<file path="config.mk">
export PLATFORM = sky130hd
export DESIGN_NAME = keyed_fnv1a_fmix_hash_top
export DESIGN_NICKNAME = d
export VERILOG_FILES = /design/src/rtl/kfh_pkg.sv /design/src/rtl/kfh_mul.sv /design/src/rtl/keyed_fnv1a_fmix_hash_top.sv
export VERILOG_INCLUDE_DIRS = /design/src /design/src/rtl
export SDC_FILE = /design/constraint.sdc
export NUM_CORES = 1
export LEC_CHECK = 0
export BUFFER_PORTS_ARGS = -buffer_cell sky130_fd_sc_hd__buf_2
export CORE_ASPECT_RATIO = 0.8
export CORE_MARGIN = 10
export CORE_UTILIZATION = 65
export CTS_BUF_LIST = sky130_fd_sc_hd__clkbuf_16
export DETAILED_ROUTE_END_ITERATION = 6
export GPL_TIMING_DRIVEN = 0
export PLACE_DENSITY_LB_ADDON = 0.12
export SYNTH_ARGS = -nofsm -noshare
export SYNTH_HDL_FRONTEND = slang
export SYNTH_SLANG_ARGS = --single-unit
</file>
<file path="constraint.sdc">
create_clock -name clk -period 9.82 [get_ports clk]
set_input_delay 1.964 -clock clk [delete_from_list [all_inputs] [get_ports clk]]
set_output_delay 1.964 -clock clk [all_outputs]
set_load 0.05 [all_outputs]
</file>
<file path="src/rtl/keyed_fnv1a_fmix_hash_top_defines.svh">
// Assertion macros for the keyed FNV-1a / fmix32 hash block.
// Included by keyed_fnv1a_fmix_hash_top; relies on signals clk and rst_n in scope.
`ifndef KEYED_FNV1A_FMIX_HASH_TOP_DEFINES_SVH
`define KEYED_FNV1A_FMIX_HASH_TOP_DEFINES_SVH

// Same-cycle implication, checked out of reset
`define KFH_ASSERT_NOW(lbl, ante, cons) \
    lbl: assert property (@(posedge clk) disable iff (!rst_n) (ante) |-> (cons)) \
        else $error("kfh assertion failed");

// Next-cycle implication, checked out of reset
`define KFH_ASSERT_NEXT(lbl, ante, cons) \
    lbl: assert property (@(posedge clk) disable iff (!rst_n) (ante) |=> (cons)) \
        else $error("kfh assertion failed");

`endif

</file>
<file path="src/rtl/kfh_pkg.sv">
// Shared constants, types and helpers for the keyed FNV-1a / fmix32 hash block.
// No dependencies; used by kfh_mul and keyed_fnv1a_fmix_hash_top.
package kfh_pkg;

    localparam int unsigned HashWidth = 32;
    localparam int unsigned ByteWidth = 8;

    localparam logic [HashWidth-1:0] FNV_BASIS = 32'd2166136261;
    localparam logic [HashWidth-1:0] FNV_PRIME = 32'd16777619;
    localparam logic [HashWidth-1:0] MIX_C1    = 32'h85EB_CA6B;
    localparam logic [HashWidth-1:0] MIX_C2    = 32'hC2B2_AE35;

    // Sequencer states
    typedef enum logic [1:0] {
        ST_IDLE,
        ST_MUL,
        ST_POST
    } state_t;

    // Which multiply of the item is in flight
    typedef enum logic [1:0] {
        PH_ABSORB,
        PH_MIX1,
        PH_MIX2
    } mix_phase_t;

    // Control from the sequencer to the shared multiplier
    typedef struct packed {
        logic       load;
        mix_phase_t phase;
    } mul_ctrl_t;

    // Constant multiplier for each phase
    function automatic logic [HashWidth-1:0] mix_const(input mix_phase_t phase);
        logic [HashWidth-1:0] c;
        begin
            case (phase)
                PH_ABSORB: c = FNV_PRIME;
                PH_MIX1:   c = MIX_C1;
                PH_MIX2:   c = MIX_C2;
                default:   c = FNV_PRIME;
            endcase
            return c;
        end
    endfunction

endpackage

</file>
<file path="src/rtl/kfh_mul.sv">
// Shared 32x32 multiplier (low 32 bits) with a registered product.
// Depends on kfh_pkg for the phase constants and the control struct.
module kfh_mul
    import kfh_pkg::*;
(
    input  logic                 clk,
    input  mul_ctrl_t            ctrl,
    input  logic [HashWidth-1:0] operand,
    output logic [HashWidth-1:0] product
);

    logic [HashWidth-1:0] prod_reg;
    logic [HashWidth-1:0] prod_next;

    // Multiply by the constant of the current phase, keep the low word
    always_comb
    begin
        prod_next = operand * mix_const(ctrl.phase);
    end

    // Capture the product when the sequencer fires the unit
    always_ff @(posedge clk)
    begin
        if (ctrl.load)
        begin
            prod_reg <= prod_next;
        end
    end

    assign product = prod_reg;

endmodule

</file>
<file path="src/rtl/keyed_fnv1a_fmix_hash_top.sv">
// Top level of the keyed FNV-1a hash with murmur3 fmix32 finalizer.
// Depends on kfh_pkg, kfh_mul and keyed_fnv1a_fmix_hash_top_defines.svh.
//
//  channel | handshake                  | payload
//  --------+----------------------------+---------------------------------------------
//  in      | in_valid / in_stall (out)  | first_item, salt, has_byte, data_byte,
//          |                            | last_item
//  out     | out_valid / out_stall (in) | hash_value
//  cfg     | cfg_valid / cfg_ready      | cfg_data (hash_key)
//
// One shared multiplier; each multiply is fired in ST_MUL and its product used in ST_POST.
// Item with a byte and no last mark: accepted, one absorb multiply, then ready again.
// Last item: 3 multiplies with a byte (absorb, mix1, mix2) or 2 without (mix1, mix2),
// then the hash sits in the output register. An item with neither byte nor last stays idle.
// A stalled output holds the sequencer at its final step until the register frees.
// Reset clears the key, the running value and all control state.
module keyed_fnv1a_fmix_hash_top
    import kfh_pkg::*;
(
    input  logic                 clk,
    input  logic                 rst_n,
    // configuration
    input  logic                 cfg_valid,
    output logic                 cfg_ready,
    input  logic [HashWidth-1:0] cfg_data,
    // input items
    input  logic                 in_valid,
    output logic                 in_stall,
    input  logic                 first_item,
    input  logic [ByteWidth-1:0] salt,
    input  logic                 has_byte,
    input  logic [ByteWidth-1:0] data_byte,
    input  logic                 last_item,
    // result items
    output logic                 out_valid,
    input  logic                 out_stall,
    output logic [HashWidth-1:0] hash_value
);

`include "keyed_fnv1a_fmix_hash_top_defines.svh"

    state_t               state_reg,     state_next;
    mix_phase_t           phase_reg,     phase_next;
    logic                 last_reg,      last_next;
    logic                 out_valid_reg, out_valid_next;
    logic [HashWidth-1:0] key_reg;
    logic [HashWidth-1:0] running_reg,   running_next;
    logic [HashWidth-1:0] work_reg,      work_next;
    logic [HashWidth-1:0] hash_reg,      hash_next;

    logic                 in_accept;
    logic                 out_free;
    logic [HashWidth-1:0] seeded;
    logic [HashWidth-1:0] product;
    mul_ctrl_t            mul_ctrl;

    assign in_accept = in_valid && !in_stall;
    assign out_free  = !out_valid_reg || !out_stall;

    // Seed from basis, key and salt on a first item, else carry on
    assign seeded = first_item
        ? (FNV_BASIS ^ key_reg ^ {{(HashWidth-ByteWidth){1'b0}}, salt})
        : running_reg;

    // Shared multiplier
    kfh_mul u_mul (
        .clk     (clk),
        .ctrl    (mul_ctrl),
        .operand (work_reg),
        .product (product)
    );

    // Next state
    always_comb
    begin
        state_next = state_reg;
        case (state_reg)
            ST_IDLE:
            begin
                if (in_accept && (has_byte || last_item))
                begin
                    state_next = ST_MUL;
                end
            end
            ST_MUL:
            begin
                state_next = ST_POST;
            end
            ST_POST:
            begin
                case (phase_reg)
                    PH_ABSORB: state_next = last_reg ? ST_MUL : ST_IDLE;
                    PH_MIX1:   state_next = ST_MUL;
                    PH_MIX2:   state_next = out_free ? ST_IDLE : ST_POST;
                    default:   state_next = ST_IDLE;
                endcase
            end
            default:
            begin
                state_next = ST_IDLE;
            end
        endcase
    end

    // Outputs of the sequencer
    always_comb
    begin
        in_stall       = (state_reg != ST_IDLE);
        cfg_ready      = (state_reg == ST_IDLE);
        mul_ctrl.load  = (state_reg == ST_MUL);
        mul_ctrl.phase = phase_reg;
    end

    // Datapath updates
    always_comb
    begin
        phase_next     = phase_reg;
        last_next      = last_reg;
        running_next   = running_reg;
        work_next      = work_reg;
        hash_next      = hash_reg;
        out_valid_next = out_valid_reg && out_stall;
        case (state_reg)
            ST_IDLE:
            begin
                if (in_accept)
                begin
                    last_next    = last_item;
                    running_next = seeded;
                    if (has_byte)
                    begin
                        work_next  = seeded ^ {{(HashWidth-ByteWidth){1'b0}}, data_byte};
                        phase_next = PH_ABSORB;
                    end
                    else
                    begin
                        work_next  = seeded ^ (seeded >> 16);
                        phase_next = PH_MIX1;
                    end
                end
            end
            ST_POST:
            begin
                case (phase_reg)
                    PH_ABSORB:
                    begin
                        running_next = product;
                        work_next    = product ^ (product >> 16);
                        phase_next   = PH_MIX1;
                    end
                    PH_MIX1:
                    begin
                        work_next  = product ^ (product >> 13);
                        phase_next = PH_MIX2;
                    end
                    PH_MIX2:
                    begin
                        if (out_free)
                        begin
                            hash_next      = product ^ (product >> 16);
                            out_valid_next = 1'b1;
                        end
                    end
                    default:
                    begin
                        phase_next = PH_ABSORB;
                    end
                endcase
            end
            default:
            begin
            end
        endcase
    end

    // Control and architectural state
    always_ff @(posedge clk or negedge rst_n)
    begin
        if (!rst_n)
        begin
            state_reg     <= ST_IDLE;
            phase_reg     <= PH_ABSORB;
            last_reg      <= 1'b0;
            out_valid_reg <= 1'b0;
            running_reg   <= '0;
            key_reg       <= '0;
        end
        else
        begin
            state_reg     <= state_next;
            phase_reg     <= phase_next;
            last_reg      <= last_next;
            out_valid_reg <= out_valid_next;
            running_reg   <= running_next;
            if (cfg_valid && cfg_ready)
            begin
                key_reg <= cfg_data;
            end
        end
    end

    // Payload registers
    always_ff @(posedge clk)
    begin
        work_reg <= work_next;
        hash_reg <= hash_next;
    end

    assign out_valid  = out_valid_reg;
    assign hash_value = hash_reg;

    // A byte item goes straight to the absorb multiply
    `KFH_ASSERT_NEXT(a_byte_to_absorb, in_accept && has_byte,
                     state_reg == ST_MUL && phase_reg == PH_ABSORB)

    // An item with neither byte nor last mark leaves the block idle
    `KFH_ASSERT_NEXT(a_empty_item_idle, in_accept && !has_byte && !last_item,
                     state_reg == ST_IDLE)

    // A result appears only after the second finalizer multiply
    `KFH_ASSERT_NOW(a_result_after_mix2, $rose(out_valid_reg),
                    $past(state_reg) == ST_POST && $past(phase_reg) == PH_MIX2)

endmodule
</file>
==> results by group <==
Run status
  – Run status: finished clean

STA
  – Final Hold Violating Endpoints: 0
  – Final Setup Violations: 0
  – Worst Tran Pin Value: 997 ps
  – Skew final: 10.9 ps
  – Pins over their slew limit: 0
  – Post-route minimum period: 9320 ps
  – Worst max-slew margin expressed relative to the limit: 33.5%
  – Period Utilization, post-route: 94.9%
  – Setup repair after global routing missed its margin: no
  – Highest clock rate: 0.107 GHz
  – Summed negative setup slack over all endpoints: 0 ps

Layout
  – Multi-input gate area: between 0.01 and 0.015 mm²
  – Layout cell share with drive strength beyond 1: 8.36%
  – FILL cells: 2408
  – FF/Latch Area: between 0.004 and 0.005 mm²
  – Number of diodes: 0
  – Final Net Count: 2745
  – Most common library cell in the layout ignoring fill and taps: inv_1
  – Leading cell types in the layout, fill and taps excluded: inv_1 (413), fa_1 (321), nand2_1 (199), ha_1 (180), xnor2_1 (108)
  – Area Growth Syn to Fin: 8.02%

Clock tree
  – Clock root cell: clkbuf_16
  – Maximum root-to-sink buffer count: 2
  – H-tree lvl count: 4
  – Clock latency at the later pin of the worst-skew pair: 430 ps
  – # Post-CTS Setup Buffers: 0
  – Cells resized by post-CTS repair: 0
  – Clock-pin slew reported for the worst setup and hold paths after clock tree synthesis: 70 ps
  – Number of buffers added by the clock tree synthesis step: 17
  – Clock tree from TritonCTS: done
  – CTS Hold Buffers Added: 0
  – Clock sinks: 166

Detailed routing
  – Drt wl/cell: between 20 and 30 µm
  – Via count: between 15k and 20k
  – 1st-iter DRT viols: approximately 1.9k
  – Detailed-routing iteration count for the pre-antenna-repair pass: 7
  – WL final: between 60000 and 70000 µm
  – Number of vias per cell: ~6.0
  – Post-route antenna net violation count: 0
  – Residual DRC: 0

Floorplan
  – Num rows: 58
  – Die Footprint: around 0.040 mm²
  – Height of the chip: 181 µm
  – Starting density of the core: between 60% and 70%
  – Count of pins on the block boundary: 91
  – Width of the die: 221 µm
  – Core Footprint: 0.0316 mm²

Worst setup path
  – Maximum net fanout on the critical path: 10
  – Required time at the endpoint of the critical path: 9980 ps
  – Number of gates on the worst path with buffers counted: 28
  – Critical-path cell with the highest stage delay: clkbuf_1
  – Worst Setup End Kind: flip-flop
  – Launching point of the worst reg2reg path: phase_reg[0]
  – Stage delay of the slowest cell on the critical path: about 620 ps
  – Cell family contributing the most delay on the critical path: adder cells
  – Critical path's most frequent cell: fa_1
  – Worst setup path startpoint: phase_reg[0]
  – Worst EP arrival: 9480 ps
  – Critical path buffer and inverter count: 10
  – Crit Path Class: reg -> reg
  – Nature of the critical path startpoint: flip-flop
  – Length in cells of the worst reg-to-reg path: 28

Yosys
  – Synth Cell Area: 0.0210 mm²
  – Share of the synthesized area in the top cell type: around 31%
  – Average size of a mapped cell: 10.1 µm²
  – Total of flip-flops plus latches after synthesis: 166
  – Fraction of synthesis flops using an asynchronous set or reset pin: 42.2%
  – Number of cells produced by synthesis: approximately 2.1k
  – Number of synthesized flops with an enable pin: 96
  – Ys flop type: edfxtp_1
  – Synth unique cells: 60
  – Top area cells in the synthesized netlist: fa_1 (31%), edfxtp_1 (14%), ha_1 (11%)
  – Mapped Nets: between 2k and 3k
  – Sequential area share after synthesis: 22.1%
  – Largest area contributor in the synthesized netlist: fa_1
  – Ys Warns: 0

GRT
  – First-pass GRT wire length: 100000 µm
  – Vias in the first global route: 16.6k
  – Largest net degree at the start of global routing: 71
  – Antenna violations before repair: 1
  – Global routing usage summed across all routing layers: 33.2%
  – Residual overflow from global routing: 0

Place
  – Port bufs: 88
  – HPWL after detailed placement: ~56000 µm
  – Placer congestion estimate: 1.03

Worst hold path
  – Critical hold path startpoint: running_reg[4]
  – Hold Path Cell Cnt: 2
  – Path type of the worst min-delay path: reg -> reg

Flow run
  – Max-cap violations: 0
tightest hold or removal path, stage by stage (launching register included):
cell,delay [ps]
dfrtp_1,340
nand2_1,40
o21ai_0,60
path summary, 6_finish.rpt:
kind,to,slack (ps)
setup / recovery,u_mul.product[31],500
hold / removal,running_reg[4],480
setup reg to reg,u_mul.product[31],500
hold reg to reg,running_reg[4],480
max in group asynchronous,running_reg[5],7560
min in group asynchronous,key_reg[25],1660
cells by family (layout without fill, tap and decap cells):
group	count (synthesis)	in the layout	share of synthesized area, %
compound gates	280	280	8.10
xor+xnor	166	166	7.06
fa+ha+maj	502	502	41.4
buf+inv	482	604	8.73
flops	166	166	22.1
mux	76	76	3.85
other cells	1	1	0.0179
simple gates	406	406	8.72
cells in the mapped netlist (all sizes together) (6+ instances only):
master	n
ha	180
xnor2	110
a21o	27
o22ai	10
inv	415
buf	19
o21a	6
nand3	11
o21ai	91
a31oi	7
nand2	202
o211ai	8
clkbuf	43
mux2	37
nand2b	9
a21oi	83
mux2i	39
dfrtp	70
nor2	80
nor2b	57
edfxtp	96
xor2	56
and2	31
fa	321
o21bai	14
cell type report:
type                       count  share of cell area (%)
multi-input combinational   1431                    64.2
sequential                   166                    20.5
inverter                     420                    6.96
tap                          420                    2.32
timing repair buffer          90                    2.20
clock buffer                  17                    1.88
buffer                        62                    1.13
clock inverter                15                   0.889
metrics by stage:
stage	hold slack (ps)	utilization [%]	setup WS (ps)	instances	cell area, µm²
global placement	453	69.3	756	2587	21900
floorplan	440	-	2200	2079	21000
detailed placement	465	69.6	546	2589	22000
CTS	480	71.6	525	2621	22700
finish	480	71.6	503	2621	22700
global route	498	71.6	217	2621	22700
per-layer routing:
metal	routed length [µm]	up-vias	track usage, %	share of wire, %
met4	1620	0	8.64	2.5
met2	28400	983	48.5	43
met1	25900	7963	45.0	39
met5	0	-	0	0
li1	-	6777	-	-
met3	9830	122	13.5	15
Power is left out: the tool's default activity adds up to more than one toggle a clock period on the data nets, which glitch-free logic cannot reach.
